`src/hdl/ccpf_pkg.sv`:
```
// ----------------------------------------------------------------------------
// ccpf_pkg
// shared types, constants and helpers of the coincidence pair filter
// ----------------------------------------------------------------------------
package ccpf_pkg;

	localparam int VALUE_BITS = 8;
	localparam int MAG_W      = VALUE_BITS;
	localparam int NVALS      = 8;
	localparam int KW         = $clog2(NVALS);
	localparam int PROD_W     = 2 * VALUE_BITS;
	localparam int DET_W      = PROD_W + 1;

	typedef logic signed [VALUE_BITS-1:0] val_t;
	typedef logic [MAG_W-1:0] mag_t;

	typedef struct packed {
		logic start_set;
		val_t row_m_x;
		val_t row_m_y;
		val_t row_n_x;
		val_t row_n_y;
	} in_t;

	typedef struct packed {
		val_t earlier_m_x;
		val_t earlier_m_y;
		val_t later_m_x;
		val_t later_m_y;
		val_t earlier_n_x;
		val_t earlier_n_y;
		val_t later_n_x;
		val_t later_n_y;
		logic last_of_run;
		logic store_full;
	} out_t;

	typedef struct packed {
		val_t m_x;
		val_t m_y;
		val_t n_x;
		val_t n_y;
	} row_t;

	typedef struct packed {
		logic done;
		mag_t g;
	} gcd_res_t;

	typedef enum logic [2:0] {
		ST_IDLE,
		ST_READ,
		ST_DET,
		ST_CHK,
		ST_GCD,
		ST_EMIT,
		ST_FIN
	} state_t;

	function automatic mag_t mag(input val_t v);
		mag_t u;
		u = mag_t'(v);
		return v[VALUE_BITS-1] ? mag_t'(~u + mag_t'(1)) : u;
	endfunction

endpackage

```
`src/hdl/ccpf_store.sv`:
```
// ----------------------------------------------------------------------------
// ccpf_store
// row memory, one write and one read port, registered read data
// ----------------------------------------------------------------------------
module ccpf_store #(
	parameter int DEPTH = 32,
	parameter int AW    = 5
) (
	input  logic            clk,
	input  logic            wr_en,
	input  logic [AW-1:0]   wr_addr,
	input  ccpf_pkg::row_t  wr_data,
	input  logic            rd_en,
	input  logic [AW-1:0]   rd_addr,
	output ccpf_pkg::row_t  rd_data
);

	ccpf_pkg::row_t mem [DEPTH];

	always_ff @(posedge clk) begin
		if (wr_en) begin
			mem[wr_addr] <= wr_data;
		end
		if (rd_en) begin
			rd_data <= mem[rd_addr];
		end
	end

endmodule

```
`src/hdl/ccpf_gcd.sv`:
```
// ----------------------------------------------------------------------------
// ccpf_gcd
// iterative gcd of eight magnitudes, one subtract, swap or value fetch per cycle
// ----------------------------------------------------------------------------
module ccpf_gcd (
	input  logic                                       clk,
	input  logic                                       arst_n,
	input  logic                                       start,
	input  logic [ccpf_pkg::NVALS-1:0][ccpf_pkg::MAG_W-1:0] vals,
	output ccpf_pkg::gcd_res_t                         res
);

	logic                    busy_q;
	logic                    done_q;
	logic [ccpf_pkg::KW-1:0] k_q;
	ccpf_pkg::mag_t          a_q;
	ccpf_pkg::mag_t          b_q;

	always_ff @(posedge clk or negedge arst_n) begin
		if (!arst_n) begin
			busy_q <= 1'b0;
			done_q <= 1'b0;
		end else begin
			if (start) begin
				busy_q <= 1'b1;
				done_q <= 1'b0;
			end else if (busy_q && b_q == '0 &&
				(a_q == ccpf_pkg::mag_t'(1) || k_q == ccpf_pkg::KW'(ccpf_pkg::NVALS - 1))) begin
				busy_q <= 1'b0;
				done_q <= 1'b1;
			end else begin
				done_q <= 1'b0;
			end
		end
	end

	// running gcd folds in one value at a time; stops early once it reaches one
	always_ff @(posedge clk) begin
		if (start) begin
			a_q <= '0;
			b_q <= vals[0];
			k_q <= '0;
		end else if (busy_q) begin
			if (b_q == '0) begin
				k_q <= ccpf_pkg::KW'(k_q + 1'b1);
				b_q <= vals[ccpf_pkg::KW'(k_q + 1'b1)];
			end else if (a_q >= b_q) begin
				a_q <= a_q - b_q;
			end else begin
				a_q <= b_q;
				b_q <= a_q;
			end
		end
	end

	assign res.done = done_q;
	assign res.g    = a_q;

endmodule

```
`src/hdl/coincidence_pair_filter_top.sv`:
```
// ----------------------------------------------------------------------------
// coincidence_pair_filter_top
// pairs each arriving lattice row with all stored rows and filters the pairs
// ----------------------------------------------------------------------------
// usage
//   row channel: one transaction per lattice row (row_valid / row_stall / row)
//   start_set in a row empties the store before that row is handled
//   pair channel: one transaction per kept pair, oldest stored row first;
//   last_of_run marks the final pair of a row, store_full is set on all
//   pairs of a row that found the store full (that row is not kept)
//   a row that yields no pair produces no transaction at all
// timing
//   one row at a time; row_stall stays high while a row walks the store
//   per stored row: memory read, products, determinant check, plus the gcd
//   unit when both determinants are positive; per row also accept, end of
//   store and write-back, plus an emit step per kept pair
// reset
//   arst_n clears the row count and all handshake state; no memory sweep
// stall
//   results sit in an output register plus one pending slot (needed to know
//   last_of_run); the walk holds while both are occupied and pair_stall is high
module coincidence_pair_filter_top #(
	parameter int CAPACITY = 32
) (
	input  logic           clk,
	input  logic           arst_n,
	input  logic           row_valid,
	output logic           row_stall,
	input  ccpf_pkg::in_t  row,
	output logic           pair_valid,
	input  logic           pair_stall,
	output ccpf_pkg::out_t pair
);

	localparam int AW    = (CAPACITY > 1) ? $clog2(CAPACITY) : 1;
	localparam int CNT_W = $clog2(CAPACITY + 1);

	ccpf_pkg::state_t state_q, state_d;

	logic [CNT_W-1:0]     cnt_q;
	logic [CNT_W-1:0]     idx_q;
	logic                 full_q;
	ccpf_pkg::row_t       lat_q;
	ccpf_pkg::row_t       ear_q;
	ccpf_pkg::row_t       rd_data;
	logic signed [ccpf_pkg::PROD_W-1:0] pm0_q, pm1_q, pn0_q, pn1_q;
	logic signed [ccpf_pkg::DET_W-1:0]  det_m, det_n;

	ccpf_pkg::out_t       pend_q;
	logic                 pend_valid_q;
	ccpf_pkg::out_t       pend_out;
	ccpf_pkg::out_t       out_q;
	logic                 out_valid_q;
	logic                 out_free;
	ccpf_pkg::out_t       cand;

	ccpf_pkg::gcd_res_t   gres;
	logic [ccpf_pkg::NVALS-1:0][ccpf_pkg::MAG_W-1:0] gvals;

	// control strobes from the state machine, and the determinant check result
	logic accept, rd_en, gcd_start, next_idx, emit_go, fin_go, det_pass;

	assign out_free = !out_valid_q || !pair_stall;
	assign accept   = row_valid && !row_stall;

	assign det_m    = ccpf_pkg::DET_W'(pm0_q) - ccpf_pkg::DET_W'(pm1_q);
	assign det_n    = ccpf_pkg::DET_W'(pn0_q) - ccpf_pkg::DET_W'(pn1_q);
	assign det_pass = !det_m[ccpf_pkg::DET_W-1] && det_m != '0 &&
		!det_n[ccpf_pkg::DET_W-1] && det_n != '0;

	assign gvals[0] = ccpf_pkg::mag(ear_q.m_x);
	assign gvals[1] = ccpf_pkg::mag(ear_q.m_y);
	assign gvals[2] = ccpf_pkg::mag(lat_q.m_x);
	assign gvals[3] = ccpf_pkg::mag(lat_q.m_y);
	assign gvals[4] = ccpf_pkg::mag(ear_q.n_x);
	assign gvals[5] = ccpf_pkg::mag(ear_q.n_y);
	assign gvals[6] = ccpf_pkg::mag(lat_q.n_x);
	assign gvals[7] = ccpf_pkg::mag(lat_q.n_y);

	always_comb begin
		cand.earlier_m_x = ear_q.m_x;
		cand.earlier_m_y = ear_q.m_y;
		cand.later_m_x   = lat_q.m_x;
		cand.later_m_y   = lat_q.m_y;
		cand.earlier_n_x = ear_q.n_x;
		cand.earlier_n_y = ear_q.n_y;
		cand.later_n_x   = lat_q.n_x;
		cand.later_n_y   = lat_q.n_y;
		cand.last_of_run = 1'b0;
		cand.store_full  = full_q;
	end

	// pending pair as it moves to the output, last flag known by now
	always_comb begin
		pend_out             = pend_q;
		pend_out.last_of_run = fin_go;
	end

	// state register
	always_ff @(posedge clk or negedge arst_n) begin
		if (!arst_n) begin
			state_q <= ccpf_pkg::ST_IDLE;
		end else begin
			state_q <= state_d;
		end
	end

	// next state and strobes
	always_comb begin
		state_d   = state_q;
		row_stall = 1'b1;
		rd_en     = 1'b0;
		gcd_start = 1'b0;
		next_idx  = 1'b0;
		emit_go   = 1'b0;
		fin_go    = 1'b0;
		case (state_q)
			ccpf_pkg::ST_IDLE: begin
				row_stall = 1'b0;
				if (row_valid) state_d = ccpf_pkg::ST_READ;
			end
			ccpf_pkg::ST_READ: begin
				if (idx_q == cnt_q) begin
					state_d = ccpf_pkg::ST_FIN;
				end else begin
					rd_en   = 1'b1;
					state_d = ccpf_pkg::ST_DET;
				end
			end
			ccpf_pkg::ST_DET: begin
				state_d = ccpf_pkg::ST_CHK;
			end
			ccpf_pkg::ST_CHK: begin
				if (det_pass) begin
					gcd_start = 1'b1;
					state_d   = ccpf_pkg::ST_GCD;
				end else begin
					next_idx = 1'b1;
					state_d  = ccpf_pkg::ST_READ;
				end
			end
			ccpf_pkg::ST_GCD: begin
				if (gres.done) begin
					if (gres.g == ccpf_pkg::mag_t'(1)) begin
						state_d = ccpf_pkg::ST_EMIT;
					end else begin
						next_idx = 1'b1;
						state_d  = ccpf_pkg::ST_READ;
					end
				end
			end
			ccpf_pkg::ST_EMIT: begin
				if (!pend_valid_q || out_free) begin
					emit_go  = 1'b1;
					next_idx = 1'b1;
					state_d  = ccpf_pkg::ST_READ;
				end
			end
			ccpf_pkg::ST_FIN: begin
				if (!pend_valid_q || out_free) begin
					fin_go  = 1'b1;
					state_d = ccpf_pkg::ST_IDLE;
				end
			end
			default: state_d = ccpf_pkg::ST_IDLE;
		endcase
	end

	// control registers
	always_ff @(posedge clk or negedge arst_n) begin
		if (!arst_n) begin
			cnt_q        <= '0;
			idx_q        <= '0;
			full_q       <= 1'b0;
			pend_valid_q <= 1'b0;
			out_valid_q  <= 1'b0;
		end else begin
			if (accept) begin
				idx_q  <= '0;
				if (row.start_set) begin
					cnt_q  <= '0;
					full_q <= 1'b0;
				end else begin
					full_q <= (cnt_q == CNT_W'(CAPACITY));
				end
			end
			if (next_idx) idx_q <= idx_q + 1'b1;
			if (fin_go && !full_q) cnt_q <= cnt_q + 1'b1;

			if ((emit_go || fin_go) && pend_valid_q) out_valid_q <= 1'b1;
			else if (out_valid_q && !pair_stall) out_valid_q <= 1'b0;

			if (emit_go) pend_valid_q <= 1'b1;
			else if (fin_go) pend_valid_q <= 1'b0;
		end
	end

	// payload registers
	always_ff @(posedge clk) begin
		if (accept) begin
			lat_q.m_x <= row.row_m_x;
			lat_q.m_y <= row.row_m_y;
			lat_q.n_x <= row.row_n_x;
			lat_q.n_y <= row.row_n_y;
		end
		if (state_q == ccpf_pkg::ST_DET) begin
			ear_q <= rd_data;
			pm0_q <= rd_data.m_x * lat_q.m_y;
			pm1_q <= rd_data.m_y * lat_q.m_x;
			pn0_q <= rd_data.n_x * lat_q.n_y;
			pn1_q <= rd_data.n_y * lat_q.n_x;
		end
		if ((emit_go || fin_go) && pend_valid_q) begin
			out_q <= pend_out;
		end
		if (emit_go) pend_q <= cand;
	end

	assign pair_valid = out_valid_q;
	assign pair       = out_q;

	ccpf_store #(
		.DEPTH (CAPACITY),
		.AW    (AW)
	) u_store (
		.clk     (clk),
		.wr_en   (fin_go && !full_q),
		.wr_addr (cnt_q[AW-1:0]),
		.wr_data (lat_q),
		.rd_en   (rd_en),
		.rd_addr (idx_q[AW-1:0]),
		.rd_data (rd_data)
	);

	ccpf_gcd u_gcd (
		.clk    (clk),
		.arst_n (arst_n),
		.start  (gcd_start),
		.vals   (gvals),
		.res    (gres)
	);

endmodule

```
`config.mk`:
```
export PLATFORM = sky130hd
export DESIGN_NAME = coincidence_pair_filter_top
export DESIGN_NICKNAME = d
export VERILOG_FILES = /design/src/hdl/ccpf_pkg.sv /design/src/hdl/ccpf_store.sv /design/src/hdl/ccpf_gcd.sv /design/src/hdl/coincidence_pair_filter_top.sv
export SDC_FILE = /design/constraint.sdc
export NUM_CORES = 2
export LEC_CHECK = 0
export BUFFER_PORTS_ARGS = -buffer_cell sky130_fd_sc_hd__buf_2
export CAP_MARGIN = 0
export CORE_MARGIN = 4
export CORE_UTILIZATION = 30
export CTS_CLUSTER_DIAMETER = 80
export CTS_CLUSTER_SIZE = 16
export DETAILED_ROUTE_END_ITERATION = 8
export GPL_ROUTABILITY_DRIVEN = 0
export PLACE_DENSITY_LB_ADDON = 0.3
export SLEW_MARGIN = 20
export SYNTH_ARGS = -nofsm -noshare
export SYNTH_HDL_FRONTEND = slang
export SYNTH_SLANG_ARGS = --single-unit
```
`constraint.sdc`:
```
create_clock -name clk -period 5.55 [get_ports clk]
set_clock_uncertainty 0.2 [all_clocks]
set_input_delay 1.665 -clock clk [delete_from_list [all_inputs] [get_ports clk]]
set_output_delay 1.665 -clock clk [all_outputs]
set_load 0.05 [all_outputs]
```
==> summary.txt <==
Status
  – Outcome: finished, final reports clean

Synthesis
  – Syn Std Cell Area: 0.06357 mm^2
  – Predominant post-synthesis flop cell: edfxtp_1
  – Syn avg cell area: 16.99 um^2
  – Syn nets: 4,172
  – Post-synthesis register bit count: 1,354
  – Yosys warnings: 0
  – Async set-or-reset flop fraction in the synthesized netlist: 0.01477
  – Seq/Total Area, Yosys: 0.6363
  – Mapped Cells: 3,741
  – Synth cell types: 76
  – EDFF count, synth: 1,323

Final layout
  – Area Growth Syn to Fin: 13.11%
  – Final std cells w/o fill: 6,833
  – Fillers: 20,085
  – Register area: 0.04047 mm^2
  – Layout cell share with drive strength beyond 1: 0.2068
  – Area of the multi-input gates: 0.02125 mm^2
  – # nets final: 4,405

CTS
  – CTS Buffer Depth: 3
  – CTS Hold Bufs: 0
  – H-tree depth: 3
  – Clock root cell: clkbuf_16
  – CTS clk-pin slew, worst paths: 0.07 ns
  – TritonCTS clock tree: built
  – Clock buffer count from CTS: 101
  – Clock Sinks: 1,354
  – Clock Latency Late Sink: 0.76 ns

Detailed routing
  – Antenna-violating nets left: 0
  – Initial DRT Pass Iterations: 5
  – Vias per cell: 4.761
  – Via count: 32,532
  – # DRC: 0
  – Initial DRC Count: 2,867
  – Routed wire length: 162,700 um
  – WL/cell: 23.82 um

Timing
  – Slew Viols, Final: 0
  – Final Cycle Share: 0.9363
  – Setup TNS: 0 ns
  – Endpoints failing hold: 0
  – RSZ-0062 raised after global routing: false
  – Period minus WS final: 5.197 ns
  – Final setup fails: 0
  – Worst slew margin: 0.3037
  – Worst slew pin tran: 1.044 ns
  – Max Freq: 192.4 MHz
  – Hold WS: 0.2197 ns

Power and ir drop
  – Switch share: 0.3869
  – Psw: 0.01723 W
  – Clock power share: 0.160
  – Worst vdd rail ir drop: 614.0 uV
  – Combinational Power Share: 0.518
  – Pint: 0.02730 W
  – Power per Cell Area: 619.3 mW/mm^2
  – Sequential power share: 0.322
  – Leakage: 24.60 nW

GRT
  – Vias in the first global route: 33,612
  – Initial antenna violation count: 23
  – Largest net degree at the start of global routing: 71
  – First-pass GRT wire length: 238,500 um
  – Overall Global Routing Usage: 0.1485
  – Total gr overflow: 0

Floorplan
  – Core Box Area: 0.2102 mm^2
  – Die height: 468.3 um
  – Die ar.: 0.2193 mm^2
  – # rows: 168
  – IO Count: 105
  – Die Span X: 468.3 um
  – Starting Density: 0.3024

Placement
  – DP HPWL: 108,400 um
  – Dpl cells: 6,673
  – Port buffer count: 104

Setup path
  – Reg2reg start: cand[11]
  – Worst path max stage delay: 0.51 ns
  – WS Path Type: flop to flop
  – Critical Path AT: 5.58 ns
  – Startpoint types: flop
  – CP max FO: 12
  – Cell at the slowest stage of the critical path: fa_1
  – Worst setup EP type: flop
  – Crit path from: cand[11]
  – Req. time, crit path: 5.93 ns
  – Critical Path, Cell by Cell: buf_4 > and2_1 > ha_1 > fa_1 > inv_1 > fa_1 > fa_1 > inv_1 > ha_1 > nor2b_1 > o21ai_0 > a21boi_0 > o21ai_0 > a21boi_0 > o21ai_0 > a21boi_1 > or4_1 > nand3_1

Worst hold path
  – Worst Hold Class: flop to flop
  – Hold Crit Start: pend_out[25]

Job
  – Max-cap check violation count: 0
[worst max-delay path, delay by kind of cell (launching register included)]
family / cells / cell delay, ns
AO/OA/AOI/OAI: 6 / 1.16
buffers and inverters: 3 / 0.33
AND/OR/NAND/NOR: 4 / 0.81
flip-flops: 1 / 0.43
adder cells (fa/ha/maj): 5 / 2.08
[per-layer routing]
layer,vias up,track usage,routed length (um)
li1,14371,-,-
met1,17094,0.2079,71640
met2,905,0.2402,76680
met3,154,0.02955,11350
met4,8,0.03254,3013
met5,-,0,45
[synth_stat cells, drive strengths merged (7+ instances only)]
master | n | area share
xnor2 | 76 | 0.010
buf | 39 | 0.0031
a21boi | 20 | 0.0024
o31ai | 15 | 0.0018
nand3 | 26 | 0.0020
a31oi | 7 | 0.00079
clkbuf | 102 | 0.0060
and2 | 171 | 0.017
a211oi | 21 | 0.0030
o21ai | 66 | 0.0052
o211ai | 9 | 0.0011
o41ai | 8 | 0.0011
nand2b | 23 | 0.0023
inv | 418 | 0.025
or3 | 8 | 0.00079
mux4 | 331 | 0.12
o2111ai | 7 | 0.00096
mux2i | 39 | 0.0061
xor2 | 40 | 0.0055
o21a | 8 | 0.00094
fa | 223 | 0.070
nor3 | 14 | 0.0011
nand3b | 9 | 0.0013
ha | 171 | 0.034
nand2 | 160 | 0.0094
a21o | 15 | 0.0018
edfxtp | 1323 | 0.62
nor4 | 12 | 0.0013
mux2 | 37 | 0.0066
dfrtp | 20 | 0.0079
nor2 | 138 | 0.0081
nor2b | 45 | 0.0044
dfxtp | 11 | 0.0035
a21oi | 61 | 0.0050
nand4 | 9 | 0.00089
[power groups by stage]
stage | clock (W) | sequential [W] | combinational [W]
CTS | 0.00736 | 0.0144 | 0.0234
finish | 0.00713 | 0.0143 | 0.0231
global route | 0.00775 | 0.0144 | 0.0264
detailed placement | 0 | 0.0146 | 0.0233
floorplan | 0 | 0.0146 | 0.0173
global placement | 0 | 0.0146 | 0.0232
[logic make-up after synthesis]
| kind of cell | after synthesis | share of synthesized area |
|---|---|---|
| buffers and inverters | 559 | 0.03375 |
| multiplexers | 407 | 0.1300 |
| AO/OA/AOI/OAI | 267 | 0.02815 |
| AND/OR/NAND/NOR | 644 | 0.05200 |
| XOR/XNOR | 116 | 0.01598 |
| flip-flops | 1354 | 0.6363 |
| adder cells (fa/ha/maj) | 394 | 0.1039 |
[timing repair]
item                                    4_1_cts  5_1_grt
endpoints found under the setup margin        0        7
setup buffers                                 0        3
gates resized for setup                       0       10
[cells in the final DEF, fill, tap and decap left out, types with 102 or more instances in the layout]
| cell | synthesis | final |
|---|---|---|
| fa_1 | 223 | 223 |
| clkbuf_16 | 0 | 102 |
| ha_1 | 171 | 171 |
| buf_4 | 2 | 143 |
| mux4_2 | 331 | 331 |
| nand2_1 | 160 | 160 |
| buf_2 | 14 | 104 |
| and2_1 | 171 | 171 |
| inv_1 | 418 | 417 |
| edfxtp_1 | 1323 | 1323 |
| nor2_1 | 138 | 106 |
[per-stage QoR]
stage / instance area [um^2] / total power [W] / util / setup WS, ns
final: 71910 / 0.04453 / 0.3421 / 0.3534
after floorplan: 63580 / 0.03189 / - / 0.3434
after detailed placement: 68830 / 0.03785 / 0.3275 / 0.2488
after CTS: 71850 / 0.04513 / 0.3418 / 0.1474
after global routing: 71890 / 0.04862 / 0.3420 / 0.02879
after global placement: 68830 / 0.03773 / 0.3275 / 0.3521
[state kept, by name, summed over array words and instances (netlist names)]
name,count
pair,66
pair_valid,1
pm0_q,16
idx_q,6
pend_valid_q,1
u_gcd.k_q,3
u_store.mem,1024
state_q,3
pn1_q,16
u_gcd.a_q,8
pn0_q,16
u_gcd.done_q,1
pm1_q,16
u_gcd.b_q,8
full_q,1
cand,64
u_store.rd_data,32
cnt_q,6
u_gcd.busy_q,1
pend_out,65
[final timing paths]
check / to / slack [ns] / cells after the start
worst max-delay path: pn1_q[14] / 0.35 / 18
worst min-delay path: pair[25] / 0.22 / 0
worst max register to register: pn1_q[14] / 0.35 / 18
worst min register to register: pair[25] / 0.22 / 0
max in group asynchronous: idx_q[1] / 4.04 / 1
min in group asynchronous: cnt_q[1] / 0.68 / 1
[cell type report]
| cell class | count | area share |
|---|---|---|
| antenna | 9 | 0.0003132 |
| sequential | 1354 | 0.5628 |
| clock inverter | 24 | 0.005133 |
| multi-input combinational | 1828 | 0.2955 |
| tap | 2805 | 0.04881 |
| timing repair buffer | 271 | 0.02885 |
| inverter | 418 | 0.02182 |
| clock buffer | 124 | 0.03679 |
(Power assumes the default switching activity.)
